`src/rtl/core/mpq_pkg.sv`:
```
package mpq_pkg;

    localparam int PROC_COUNT_DEF = 16;
    localparam int NUM_LEVELS_DEF = 5;
    localparam int LOWEST_USER_LEVEL_DEF = 3;
    localparam int HIGHEST_USER_LEVEL_DEF = 0;

    localparam logic [2:0] OP_ENQ = 3'd0;
    localparam logic [2:0] OP_DEQ = 3'd1;
    localparam logic [2:0] OP_REMOVE = 3'd2;
    localparam logic [2:0] OP_MOVE = 3'd3;
    localparam logic [2:0] OP_HIGHEST = 3'd4;
    localparam logic [2:0] OP_SETPRI = 3'd5;
    localparam logic [2:0] OP_LOAD = 3'd6;
    localparam logic [2:0] OP_ILLEGAL = 3'd7;

    localparam logic [1:0] ST_OK = 2'd0;
    localparam logic [1:0] ST_ERR = 2'd1;
    localparam logic [1:0] ST_EMPTY = 2'd2;

    typedef struct packed {
        logic [2:0] operation;
        logic       queue_sel;
        logic [3:0] pid;
        logic [2:0] priority_req;
        logic [2:0] from_priority;
        logic [3:0] current_pid;
        logic       blocking;
    } cmd_t;

    typedef struct packed {
        logic [1:0] status;
        logic [3:0] pid_out;
        logic [2:0] highest_level;
        logic       preempt;
    } res_t;

endpackage

```
`src/rtl/core/multilevel_process_ready_queue.sv`:
```
// Highest, load and commands rejected at once finish straight after dispatch; enqueue
// passes through the push state; dequeue checks the head and, unless it is a single
// entry, reads its link. Remove and move walk the list entry by entry, with a further
// read when the entry found is not the tail; set priority may also walk both sets.
// One command at a time: busy drops in the strobe cycle, when the next one can be taken.
// Reset empties all lists and clears the priority table; the receiver cannot stall results.
module multilevel_process_ready_queue #(
    parameter int PROC_COUNT = mpq_pkg::PROC_COUNT_DEF,
    parameter int NUM_LEVELS = mpq_pkg::NUM_LEVELS_DEF,
    parameter int LOWEST_USER_LEVEL = mpq_pkg::LOWEST_USER_LEVEL_DEF,
    parameter int HIGHEST_USER_LEVEL = mpq_pkg::HIGHEST_USER_LEVEL_DEF
) (
    input  logic          clk,
    input  logic          rst_n,
    input  logic          start,
    input  mpq_pkg::cmd_t cmd,
    output logic          busy,
    output logic          done,
    output mpq_pkg::res_t result
);

    localparam int PW = (PROC_COUNT > 1) ? $clog2(PROC_COUNT) : 1;
    localparam int NQ = 2 * NUM_LEVELS;
    localparam int QW = $clog2(NQ);
    localparam int CW = $clog2(PROC_COUNT + 1);

    localparam logic [3:0] S_IDLE = 4'd0;
    localparam logic [3:0] S_DISPATCH = 4'd1;
    localparam logic [3:0] S_READ = 4'd2;
    localparam logic [3:0] S_CHECK = 4'd3;
    localparam logic [3:0] S_UNLINK = 4'd4;
    localparam logic [3:0] S_PUSH = 4'd5;
    localparam logic [3:0] S_PREEMPT = 4'd6;
    localparam logic [3:0] S_FINISH = 4'd7;

    logic [PW-1:0] link_mem [PROC_COUNT];
    logic [PW-1:0] link_rdata_reg;
    logic          link_we;
    logic [PW-1:0] link_waddr;
    logic [PW-1:0] link_wdata;
    logic          link_re;
    logic [PW-1:0] link_raddr;

    logic [NQ-1:0]  hvalid_reg, hvalid_next;
    logic [PW-1:0]  head_reg [NQ];
    logic [PW-1:0]  tail_reg [NQ];
    logic [PW-1:0]  head_next [NQ];
    logic [PW-1:0]  tail_next [NQ];
    logic [2:0]     ptab_reg [PROC_COUNT];
    logic [2:0]     ptab_next [PROC_COUNT];
    logic [PROC_COUNT-1:0] tvalid_reg, tvalid_next;

    logic [3:0]    state_reg, state_next;
    mpq_pkg::cmd_t cmd_reg, cmd_next;
    mpq_pkg::res_t res_reg, res_next;
    logic          done_reg, done_next;
    logic          set_reg, set_next;
    logic [2:0]    src_reg, src_next;
    logic [PW-1:0] tpid_reg, tpid_next;
    logic [PW-1:0] cur_reg, cur_next;
    logic [PW-1:0] prev_reg, prev_next;
    logic          hasprev_reg, hasprev_next;
    logic [CW-1:0] steps_reg, steps_next;
    logic          retry_reg, retry_next;

    function automatic logic may_enq(input logic [3:0] p, input logic [2:0] l);
        logic ok;
        ok = 1'b0;
        if (32'(l) < NUM_LEVELS)
        begin
            if (p == 4'd0)
            begin
                ok = 1'b1;
            end
            else
            begin
                ok = (32'(l) <= LOWEST_USER_LEVEL) && (32'(l) >= HIGHEST_USER_LEVEL);
            end
        end
        return ok;
    endfunction

    function automatic logic [2:0] high_of(input logic [NQ-1:0] v, input logic s);
        logic [2:0] h;
        h = 3'(NUM_LEVELS);
        for (int l = NUM_LEVELS - 1; l >= 0; l--)
        begin
            if (v[32'(s) * NUM_LEVELS + l])
            begin
                h = 3'(l);
            end
        end
        return h;
    endfunction

    logic [QW-1:0] qidx;
    logic [QW-1:0] sidx;
    logic [QW-1:0] didx;
    logic          pid_ok;
    logic          in_range_dst;

    always_comb
    begin
        qidx = QW'(32'(set_reg) * NUM_LEVELS + 32'(cmd_reg.priority_req));
        sidx = QW'(32'(set_reg) * NUM_LEVELS + 32'(src_reg));
        didx = QW'(32'(set_reg) * NUM_LEVELS + 32'(cmd_reg.priority_req));
        pid_ok = 32'(cmd_reg.pid) < PROC_COUNT;
        in_range_dst = 32'(cmd_reg.priority_req) < NUM_LEVELS;
    end

    always_comb
    begin
        state_next = state_reg;
        cmd_next = cmd_reg;
        res_next = res_reg;
        done_next = 1'b0;
        set_next = set_reg;
        src_next = src_reg;
        tpid_next = tpid_reg;
        cur_next = cur_reg;
        prev_next = prev_reg;
        hasprev_next = hasprev_reg;
        steps_next = steps_reg;
        retry_next = retry_reg;
        hvalid_next = hvalid_reg;
        head_next = head_reg;
        tail_next = tail_reg;
        ptab_next = ptab_reg;
        tvalid_next = tvalid_reg;
        link_we = 1'b0;
        link_waddr = tail_reg[sidx];
        link_wdata = tpid_reg;
        link_re = 1'b0;
        link_raddr = cur_reg;

        unique case (state_reg)
            S_IDLE:
            begin
                if (start)
                begin
                    cmd_next = cmd;
                    set_next = cmd.queue_sel;
                    res_next = '0;
                    retry_next = 1'b0;
                    state_next = S_DISPATCH;
                end
            end
            S_DISPATCH:
            begin
                state_next = S_FINISH;
                tpid_next = PW'(cmd_reg.pid);
                case (cmd_reg.operation) inside
                    mpq_pkg::OP_ENQ:
                    begin
                        if (!pid_ok || !may_enq(cmd_reg.pid, cmd_reg.priority_req))
                        begin
                            res_next.status = mpq_pkg::ST_ERR;
                        end
                        else
                        begin
                            src_next = cmd_reg.priority_req;
                            state_next = S_PUSH;
                        end
                    end
                    mpq_pkg::OP_DEQ:
                    begin
                        if (!in_range_dst || !hvalid_reg[qidx])
                        begin
                            res_next.status = mpq_pkg::ST_EMPTY;
                        end
                        else
                        begin
                            res_next.pid_out = 4'(head_reg[qidx]);
                            tpid_next = head_reg[qidx];
                            src_next = cmd_reg.priority_req;
                            cur_next = head_reg[qidx];
                            hasprev_next = 1'b0;
                            steps_next = '0;
                            state_next = S_CHECK;
                        end
                    end
                    mpq_pkg::OP_REMOVE, mpq_pkg::OP_MOVE:
                    begin
                        if (!pid_ok)
                        begin
                            res_next.status = mpq_pkg::ST_ERR;
                        end
                        else
                        begin
                            src_next = (cmd_reg.operation == mpq_pkg::OP_MOVE) ?
                                cmd_reg.from_priority : cmd_reg.priority_req;
                            state_next = S_UNLINK;
                        end
                    end
                    mpq_pkg::OP_HIGHEST:
                    begin
                    end
                    mpq_pkg::OP_SETPRI:
                    begin
                        set_next = 1'b0;
                        if (!pid_ok || cmd_reg.pid == 4'd0 ||
                            32'(cmd_reg.priority_req) > LOWEST_USER_LEVEL ||
                            32'(cmd_reg.priority_req) < HIGHEST_USER_LEVEL ||
                            !in_range_dst || !tvalid_reg[PW'(cmd_reg.pid)])
                        begin
                            res_next.status = mpq_pkg::ST_ERR;
                        end
                        else
                        begin
                            ptab_next[PW'(cmd_reg.pid)] = cmd_reg.priority_req;
                            res_next.pid_out = cmd_reg.pid;
                            if (ptab_reg[PW'(cmd_reg.pid)] != cmd_reg.priority_req)
                            begin
                                src_next = ptab_reg[PW'(cmd_reg.pid)];
                                state_next = S_UNLINK;
                            end
                        end
                    end
                    mpq_pkg::OP_LOAD:
                    begin
                        set_next = 1'b0;
                        if (!pid_ok)
                        begin
                            res_next.status = mpq_pkg::ST_ERR;
                        end
                        else
                        begin
                            ptab_next[PW'(cmd_reg.pid)] = cmd_reg.priority_req;
                            tvalid_next[PW'(cmd_reg.pid)] = 1'b1;
                        end
                    end
                    default:
                    begin
                        res_next.status = mpq_pkg::ST_ERR;
                    end
                endcase
            end
            S_UNLINK:
            begin
                if (32'(src_reg) >= NUM_LEVELS || !hvalid_reg[sidx])
                begin
                    state_next = S_FINISH;
                    if (cmd_reg.operation == mpq_pkg::OP_SETPRI)
                    begin
                        if (!set_reg)
                        begin
                            set_next = 1'b1;
                            state_next = S_UNLINK;
                        end
                        else
                        begin
                            set_next = 1'b0;
                            state_next = S_PREEMPT;
                        end
                    end
                    else
                    begin
                        res_next.status = mpq_pkg::ST_EMPTY;
                    end
                end
                else
                begin
                    cur_next = head_reg[sidx];
                    hasprev_next = 1'b0;
                    steps_next = '0;
                    state_next = S_CHECK;
                end
            end
            S_READ:
            begin
                state_next = S_CHECK;
                cur_next = link_rdata_reg;
            end
            S_CHECK:
            begin
                if (cur_reg == tpid_reg)
                begin
                    if (!hasprev_reg)
                    begin
                        if (cur_reg == tail_reg[sidx])
                        begin
                            hvalid_next[sidx] = 1'b0;
                            state_next = S_PUSH;
                        end
                        else
                        begin
                            link_re = 1'b1;
                            state_next = S_READ;
                            retry_next = 1'b1;
                        end
                    end
                    else if (cur_reg == tail_reg[sidx])
                    begin
                        tail_next[sidx] = prev_reg;
                        state_next = S_PUSH;
                    end
                    else
                    begin
                        link_re = 1'b1;
                        state_next = S_READ;
                        retry_next = 1'b1;
                    end
                    if (retry_reg)
                    begin
                        retry_next = 1'b0;
                    end
                end
                else if (cur_reg == tail_reg[sidx] || 32'(steps_reg) >= PROC_COUNT - 1)
                begin
                    state_next = S_FINISH;
                    if (cmd_reg.operation == mpq_pkg::OP_SETPRI)
                    begin
                        if (!set_reg)
                        begin
                            set_next = 1'b1;
                            state_next = S_UNLINK;
                        end
                        else
                        begin
                            set_next = 1'b0;
                            state_next = S_PREEMPT;
                        end
                    end
                    else
                    begin
                        res_next.status = mpq_pkg::ST_EMPTY;
                    end
                end
                else
                begin
                    prev_next = cur_reg;
                    hasprev_next = 1'b1;
                    steps_next = steps_reg + CW'(1);
                    link_re = 1'b1;
                    state_next = S_READ;
                end
                if (retry_reg && cur_reg != tpid_reg)
                begin
                    retry_next = 1'b0;
                    state_next = S_PUSH;
                    if (!hasprev_reg)
                    begin
                        head_next[sidx] = cur_reg;
                        cur_next = tpid_reg;
                        hvalid_next = hvalid_reg;
                        tail_next = tail_reg;
                        prev_next = prev_reg;
                        hasprev_next = hasprev_reg;
                        steps_next = steps_reg;
                    end
                    else
                    begin
                        link_we = 1'b1;
                        link_waddr = prev_reg;
                        link_wdata = cur_reg;
                        cur_next = tpid_reg;
                        hvalid_next = hvalid_reg;
                        tail_next = tail_reg;
                        prev_next = prev_reg;
                        hasprev_next = hasprev_reg;
                        steps_next = steps_reg;
                    end
                    res_next.status = res_reg.status;
                    set_next = set_reg;
                end
            end
            S_PUSH:
            begin
                state_next = S_FINISH;
                case (cmd_reg.operation) inside
                    mpq_pkg::OP_ENQ, mpq_pkg::OP_MOVE, mpq_pkg::OP_SETPRI:
                    begin
                        if (cmd_reg.operation == mpq_pkg::OP_MOVE)
                        begin
                            res_next.pid_out = cmd_reg.pid;
                        end
                        if (cmd_reg.operation == mpq_pkg::OP_SETPRI)
                        begin
                            state_next = S_PREEMPT;
                        end
                        if (cmd_reg.operation != mpq_pkg::OP_ENQ &&
                            !may_enq(cmd_reg.pid, cmd_reg.priority_req))
                        begin
                            if (cmd_reg.operation == mpq_pkg::OP_MOVE)
                            begin
                                res_next.status = mpq_pkg::ST_ERR;
                            end
                        end
                        else if (!hvalid_reg[didx])
                        begin
                            hvalid_next[didx] = 1'b1;
                            head_next[didx] = tpid_reg;
                            tail_next[didx] = tpid_reg;
                        end
                        else
                        begin
                            link_we = 1'b1;
                            link_waddr = tail_reg[didx];
                            link_wdata = tpid_reg;
                            tail_next[didx] = tpid_reg;
                        end
                        if (cmd_reg.operation == mpq_pkg::OP_SETPRI)
                        begin
                            set_next = 1'b0;
                        end
                    end
                    mpq_pkg::OP_REMOVE:
                    begin
                        res_next.pid_out = cmd_reg.pid;
                    end
                    default:
                    begin
                    end
                endcase
            end
            S_PREEMPT:
            begin
                state_next = S_FINISH;
                if (cmd_reg.blocking && 32'(cmd_reg.current_pid) < PROC_COUNT &&
                    tvalid_reg[PW'(cmd_reg.current_pid)] &&
                    ptab_reg[PW'(cmd_reg.current_pid)] > high_of(hvalid_reg, 1'b0))
                begin
                    res_next.preempt = 1'b1;
                end
            end
            S_FINISH:
            begin
                res_next.highest_level = high_of(hvalid_reg, set_reg);
                done_next = 1'b1;
                state_next = S_IDLE;
            end
            default:
            begin
                state_next = S_IDLE;
            end
        endcase
    end

    always_ff @(posedge clk)
    begin
        if (link_we)
        begin
            link_mem[link_waddr] <= link_wdata;
        end
        if (link_re)
        begin
            link_rdata_reg <= link_mem[link_raddr];
        end
    end

    always_ff @(posedge clk or negedge rst_n)
    begin
        if (!rst_n)
        begin
            state_reg <= S_IDLE;
            done_reg <= 1'b0;
            hvalid_reg <= '0;
            tvalid_reg <= '0;
            retry_reg <= 1'b0;
            for (int i = 0; i < PROC_COUNT; i++)
            begin
                ptab_reg[i] <= '0;
            end
        end
        else
        begin
            state_reg <= state_next;
            done_reg <= done_next;
            hvalid_reg <= hvalid_next;
            tvalid_reg <= tvalid_next;
            retry_reg <= retry_next;
            ptab_reg <= ptab_next;
        end
    end

    always_ff @(posedge clk)
    begin
        cmd_reg <= cmd_next;
        res_reg <= res_next;
        set_reg <= set_next;
        src_reg <= src_next;
        tpid_reg <= tpid_next;
        cur_reg <= cur_next;
        prev_reg <= prev_next;
        hasprev_reg <= hasprev_next;
        steps_reg <= steps_next;
        head_reg <= head_next;
        tail_reg <= tail_next;
    end

    assign busy = (state_reg != S_IDLE);
    assign done = done_reg;
    assign result = res_reg;

endmodule

```
`config.mk`:
```
export PLATFORM = sky130hd
export DESIGN_NAME = multilevel_process_ready_queue
export DESIGN_NICKNAME = d
export VERILOG_FILES = /design/src/rtl/core/mpq_pkg.sv /design/src/rtl/core/multilevel_process_ready_queue.sv
export SDC_FILE = /design/constraint.sdc
export NUM_CORES = 1
export LEC_CHECK = 0
export ABC_AREA = 1
export BUFFER_PORTS_ARGS = -buffer_cell sky130_fd_sc_hd__buf_2
export CORE_AREA = 3 3 201 203
export DETAILED_ROUTE_END_ITERATION = 7
export DIE_AREA = 0 0 204 206
export PLACE_DENSITY = 0.53
export SLEW_MARGIN = 5
export SYNTH_ARGS = -nofsm -noshare
export SYNTH_HDL_FRONTEND = slang
export SYNTH_SLANG_ARGS = --single-unit
```
`constraint.sdc`:
```
create_clock -name clk -period 3.4 [get_ports clk]
set_input_delay 0.34 -clock clk [delete_from_list [all_inputs] [get_ports clk]]
set_output_delay 0.34 -clock clk [all_outputs]
set_load 0.03 [all_outputs]
```
==> results of run 1 <==
==> through the flow <==
| stage | std cells | hold WS, ns | area [sq um] | TNS (ns) | setup slack [ns] |
|---|---|---|---|---|---|
| after global placement | 2408 | 0.454 | 16700 | 0 | 0.0960 |
| after floorplan | 1821 | 0.0444 | 15500 | 0 | 0.155 |
| after global routing | 2485 | 0.0157 | 18100 | -0.844 | -0.0485 |
| final | 2485 | 0.0205 | 18100 | 0 | 0.118 |
| after CTS | 2485 | 0.00158 | 18000 | -0.147 | -0.0126 |
| after detailed placement | 2408 | 0.464 | 16700 | -0.153 | -0.0252 |
==> synthesized netlist by cell type, drive strengths merged, types with 2 or more instances <==
master   instances  area share
nand3          102       0.042
nor3b            2     0.00097
a21oi           53       0.019
nand2          490        0.12
nor2           211       0.056
a22oi           15      0.0083
clkinv          16      0.0039
o22a             2      0.0011
o211ai          13      0.0066
ha              13       0.011
o22ai           69       0.028
inv            165       0.040
clkbuf          41       0.010
o2111ai          3      0.0017
o31ai           16      0.0078
o21ai          211       0.070
o221ai          33       0.019
a221oi           3      0.0017
nor3            15      0.0049
dfrtp           79        0.13
edfxtp         198        0.38
xor2             5      0.0028
buf             27       0.013
a211oi           4      0.0019
nand4           18      0.0077
or2              3      0.0012
==> timing repair <==
action,in CTS,in global routing
endpoints found under the setup margin,14,131
hold buffers,17,0
resized for setup,6,35
endpoints found under the hold margin,75,0
cloned,0,0
==> per-layer routing <==
| layer | up-vias | GRT usage | routed length [um] |
|---|---|---|---|
| met2 | 701 | 0.398 | 24000 |
| met3 | 113 | 0.0422 | 4870 |
| met4 | 2 | 0.0887 | 1670 |
| met5 | - | 0 | 11 |
| met1 | 6723 | 0.392 | 25300 |
| li1 | 6540 | - | - |
==> report_power, final <==
| part | switching (mW) | total, mW | internal, mW |
|---|---|---|---|
| combinational | 5.62 | 7.96 | 2.34 |
| clock | 1.45 | 3.52 | 2.07 |
| sequential | 0.387 | 4.77 | 4.39 |
==> logic make-up after synthesis <==
kind of cell | after synthesis | share of synthesized area
compound gates | 431 | 0.169
xor+xnor | 6 | 0.00389
fa+ha+maj | 13 | 0.0105
buf+inv | 249 | 0.0670
flops | 277 | 0.513
mux | 1 | 0.000648
simple gates | 844 | 0.236
==> critical path: stages, from the launching register on <==
cell      delay [ns]
edfxtp_1        0.44
ha_1            0.24
ha_2            0.44
inv_1           0.11
nand2_2         0.18
nor2_1          0.07
a21oi_1         0.14
nand3_1         0.14
nand4_2         0.14
nand2_4         0.09
inv_2           0.06
nand3_1         0.08
nand2_1         0.09
nand3_1         0.16
nand2_1         0.16
nand2_2         0.21
nor2_4          0.22
==> cell type report <==
type	count	area, sq um
Sequential cell	277	7920
Multi-Input combinational cell	1295	6640
Clock buffer	48	965
Inverter	181	679
Clock inverter	12	113
Fill cell	3760	20500
Tap cell	518	648
Timing Repair Buffer	154	1140
==> worst paths after layout <==
check,depth (start not counted),slack [ns],startpoint,endpoint
max,16,0.12,set_reg,link_mem[12][3]
min,1,0.02,cmd[4],cmd_reg[4]
max reg2reg,16,0.12,set_reg,link_mem[12][3]
min reg2reg,2,0.48,tvalid_reg[15],tvalid_reg[15]
max in group asynchronous,3,2.16,rst_n,tvalid_reg[15]
min in group asynchronous,2,0.44,rst_n,state_reg[2]
==> results.yml, run 1 <==
job:
  drv_cap: 0
synth:
  synth_ff_type: "edfxtp_1"
  synth_seq_cells: 277
  async_reset_ff_frac: 0.285
  ys_warn_count: 0
  ys_seq_area_frac: 0.513
  synth.distinct_cells: 59
  netlist_area_sq_mm: 0.0155
  syn_avg_cell_area_sq_um: 8.49
  netlist_instances: 1821
  synth-edff-count: 198
  syn_nets: 1856
floorplanning:
  fp-row-count: 72
  fp.dieH_um: 206
  core_area_sq_mm: 0.0386
  start_util: 0.400
  die_x_um: 204
  die_area_sq_mm: 0.0420
  pin_count: 34
global_routing:
  grt_pass1_vias: 13421
  grt_overflow_total: 0
  grt_antenna_before_repair: 1
  grtUsageTotal: 0.265
  grt_pass1_wl_mm: 84.0
  grt_max_degree: 61
power_and_ir_drop:
  powerDensity_mw_per_mm2: 897
  power.leakage_nw: 7.32
  ir_drop_v: 0.000598
  report.power.total_mw: 16.3
layout:
  drive_gt1_frac: 0.148
  largest_reg_flops: 64
  num_antenna_cells: 0
  final_cell_mix: "472 x nand2_1, 198 x edfxtp_1, 176 x nor2_1"
  syn2layout_area_growth_pct: 17.2
  final_common_cell: "nand2_1"
  nNetsFinal: 1978
  final_core_util: 0.469
placement:
  routabilityCongestion: 0.974
  port_buffers: 33
  hpwl_mm: 41.4
route:
  firstDrtPassIters: 5
  drcViolationCount: 0
  drt_wl_total_mm: 55.8
  drt_iter0_drc: 1580
  wl_per_cell_um: 22.4
  via_per_inst: 5.67
  drtAntennaViolNets: 0
  vias: 14079
critical_path:
  worstPathArrival_ns: 3.53
  crit_path_max_fanout: 7
  critPathRequiredTime_ns: 3.65
  critPathKind: "reg -> reg"
  start_kind: "flop"
  crit_path_end_kind: "flop"
sta:
  max-slew-margin-rel: 0.332
  post-route-min-period_ns: 3.28
  rsz0062_at_grt: "yes"
  maxSlewViolCount: 0
  hold_violations: 0
  setup_viol: 0
  worst_pin_slew_ns: 0.992
  period_share: 0.965
  clock-skew-final_ns: 0.0181
  fmax_mhz: 305
clock_network:
  post_cts_buffers: 0
  path_clk_slew_ns: 0.05
  clk_path_buf_depth: 3
  cts_buffers: 34
  cts_sinks: 277
  cts_root_buf: "clkbuf_16"
  h-tree-depth: 2
  cts_tree: "built"
  clock_latency_ns: 0.55
hold_path:
  hold_class: "in -> reg"
outcome:
  outcome: "finished clean"
Power figures use the tool's default switching activity.
==> inputs of run 2 (changes only) <==
GPL_TIMING_DRIVEN = 0   (was not set)
==> results.yml, run 2 (synthesis gave the netlist of run 1 again) <==
sta:
  hold_violations: 0
  setup_viol: 0
  tns_ns: 0
  maxSlewViolCount: 0
  holdWs_ns: 0.100
  fmax_mhz: 295
  post-route-min-period_ns: 3.39
  worst_pin_slew_ns: 0.950
  max-slew-margin-rel: 0.360
  period_share: 0.996
  clock-skew-final_ns: 0.0332
critical_path:
  crit_path_max_fanout: 10
  worstPathArrival_ns: 3.68
  rr_endpoint: "link_mem[14][3]"
  critPathRequiredTime_ns: 3.70
  r2r_cells: 16
  worstReg2RegStart: "set_reg"
  crit_path_end_kind: "flop"
  r2r_slack_ns: 0.01
  start_kind: "flop"
  critPathKind: "reg -> reg"
power_and_ir_drop:
  pwr-share-comb: 0.525
  power.leakage_nw: 7.26
  pwr-share-seq: 0.277
  ir_drop_v: 0.000496
  sw_frac_of_total: 0.483
  clkPwrFrac: 0.198
  p_switching_mw: 8.35
  powerDensity_mw_per_mm2: 933
  report.power.total_mw: 17.3
  p_int_mw: 8.94
hold_path:
  whs_endpoint: "state_reg[0]"
  hold_class: "in -> reg"
  min_from: "start"
  holdPathStages: 3
floorplanning:
  start_util: 0.400
  core_area_sq_mm: 0.0386
  fp.dieH_um: 206
  fp-row-count: 72
  die_x_um: 204
  die_area_sq_mm: 0.0420
  pin_count: 34
global_routing:
  grt_pass1_wl_mm: 85.9
  grt_max_degree: 51
  grtUsageTotal: 0.272
  grt_overflow_total: 0
  grt_antenna_before_repair: 1
  grt_pass1_vias: 13777
layout:
  syn2layout_area_growth_pct: 19.9
  final_common_cell: "nand2_1"
  final_cell_mix: "456 x nand2_1, 198 x edfxtp_1, 168 x o21ai_0"
  largest_reg_flops: 64
  nNetsFinal: 1971
  num_antenna_cells: 0
  final_core_util: 0.479
  drive_gt1_frac: 0.162
  num-fill-cells: 3688
clock_network:
  h-tree-depth: 1
  clock_latency_ns: 0.60
  clk_path_buf_depth: 3
  cts_tree: "built"
  cts_buffers: 31
  cts_sinks: 277
  cts_root_buf: "clkbuf_16"
  path_clk_slew_ns: 0.07
route:
  vias: 14420
  drt_wl_total_mm: 58.0
  firstDrtPassIters: 8
  drt_iter0_drc: 1821
  wl_per_cell_um: 23.4
  drcViolationCount: 0
  via_per_inst: 5.82
  drtAntennaViolNets: 0
outcome:
  outcome: "finished clean"
placement:
  routabilityCongestion: 1.02
  port_buffers: 33
  hpwl_mm: 42.4
job:
  drv_cap: 0
[run 2: changes by cell type in the layout (fill, tap and decap cells not counted), moves of 7 or more]
cell,change
nand2_4,+13
nand2_1,-16
nor2_1,-18
inv_1,-7
clkinvlp_4,+7
nand3_1,-15
buf_6,+12
buf_4,-72
nand3_2,+9
clkbuf_1,+27
nor2_4,+19
[run 2: stage by stage]
step	instance area, sq um	worst slack [ns]	cells
CTS	18100	0.000505	2467
global route	18500	-0.0699	2479
floorplan	15500	0.155	1821
finish	18500	0.0144	2479
detailed placement	16300	-1.52	2377
global placement	16300	-1.41	2372
[run 2: worst max-delay path by stage]
stage,startpoint,to,slack (ns),depth (start not counted)
3_5_place_dp,cmd_reg[10],link_mem[13][1],-1.52,16
4_1_cts,set_reg,head_reg[13],0.0005,13
3_3_place_gp,cmd_reg[10],link_mem[9][0],-1.41,16
2_1_floorplan,cmd_reg[10],cur_reg[0],0.15,12
5_1_grt,set_reg,link_mem[14][3],-0.07,16
6_report,set_reg,link_mem[14][3],0.01,16
[run 2: worst max-delay path, cell delays in order, from the launching register on]
cell and delay [ns]:
edfxtp_1 0.50, buf_6 0.18, ha_4 0.16, ha_4 0.29, nor2_4 0.32, buf_8 0.20
nand2_1 0.07, o21a_1 0.11, nand3_1 0.11, nor2_1 0.06, nor3_1 0.23, nand3_2 0.16
nand2_2 0.12, nand3_4 0.13, nand2_4 0.12, nand2_4 0.13, nor2_4 0.19
[run 2: cell type report]
class | count | area, sq um | share of cell area
plain buffers | 66 | 414 | 0.0224
clock buffers | 34 | 787 | 0.0425
clock inverters | 24 | 238 | 0.0128
inverters | 181 | 704 | 0.0380
multi-input cells | 1295 | 7140 | 0.386
flip-flops and latches | 277 | 7920 | 0.428
well taps | 518 | 648 | 0.0350
repair buffers | 84 | 668 | 0.0361
[run 2: layer usage]
layer	GRT usage	vias up	wire, um
met4	0.0801	2	1890
li1	-	6558	-
met5	0	-	11
met3	0.0547	135	5590
met1	0.392	6931	25200
met2	0.417	794	25300
[run 2: what timing repair did]
action                     4_1_cts  5_1_grt
setup endpoints to repair      231      183
cloned                           0        1
hold buffers                    19        0
pin swaps                       12       15
buffers inserted                15       11
hold endpoints to repair        47        0
gates resized for setup        108       85
[run 2: power by group through the flow]
stage / Combinational, mW / Sequential, mW / Clock, mW
2_1_floorplan: 4.63 / 4.78 / 0
3_3_place_gp: 7.32 / 4.83 / 0
4_1_cts: 8.21 / 4.76 / 3.48
3_5_place_dp: 7.37 / 4.82 / 0
6_report: 9.08 / 4.78 / 3.43
5_1_grt: 9.69 / 4.82 / 3.61
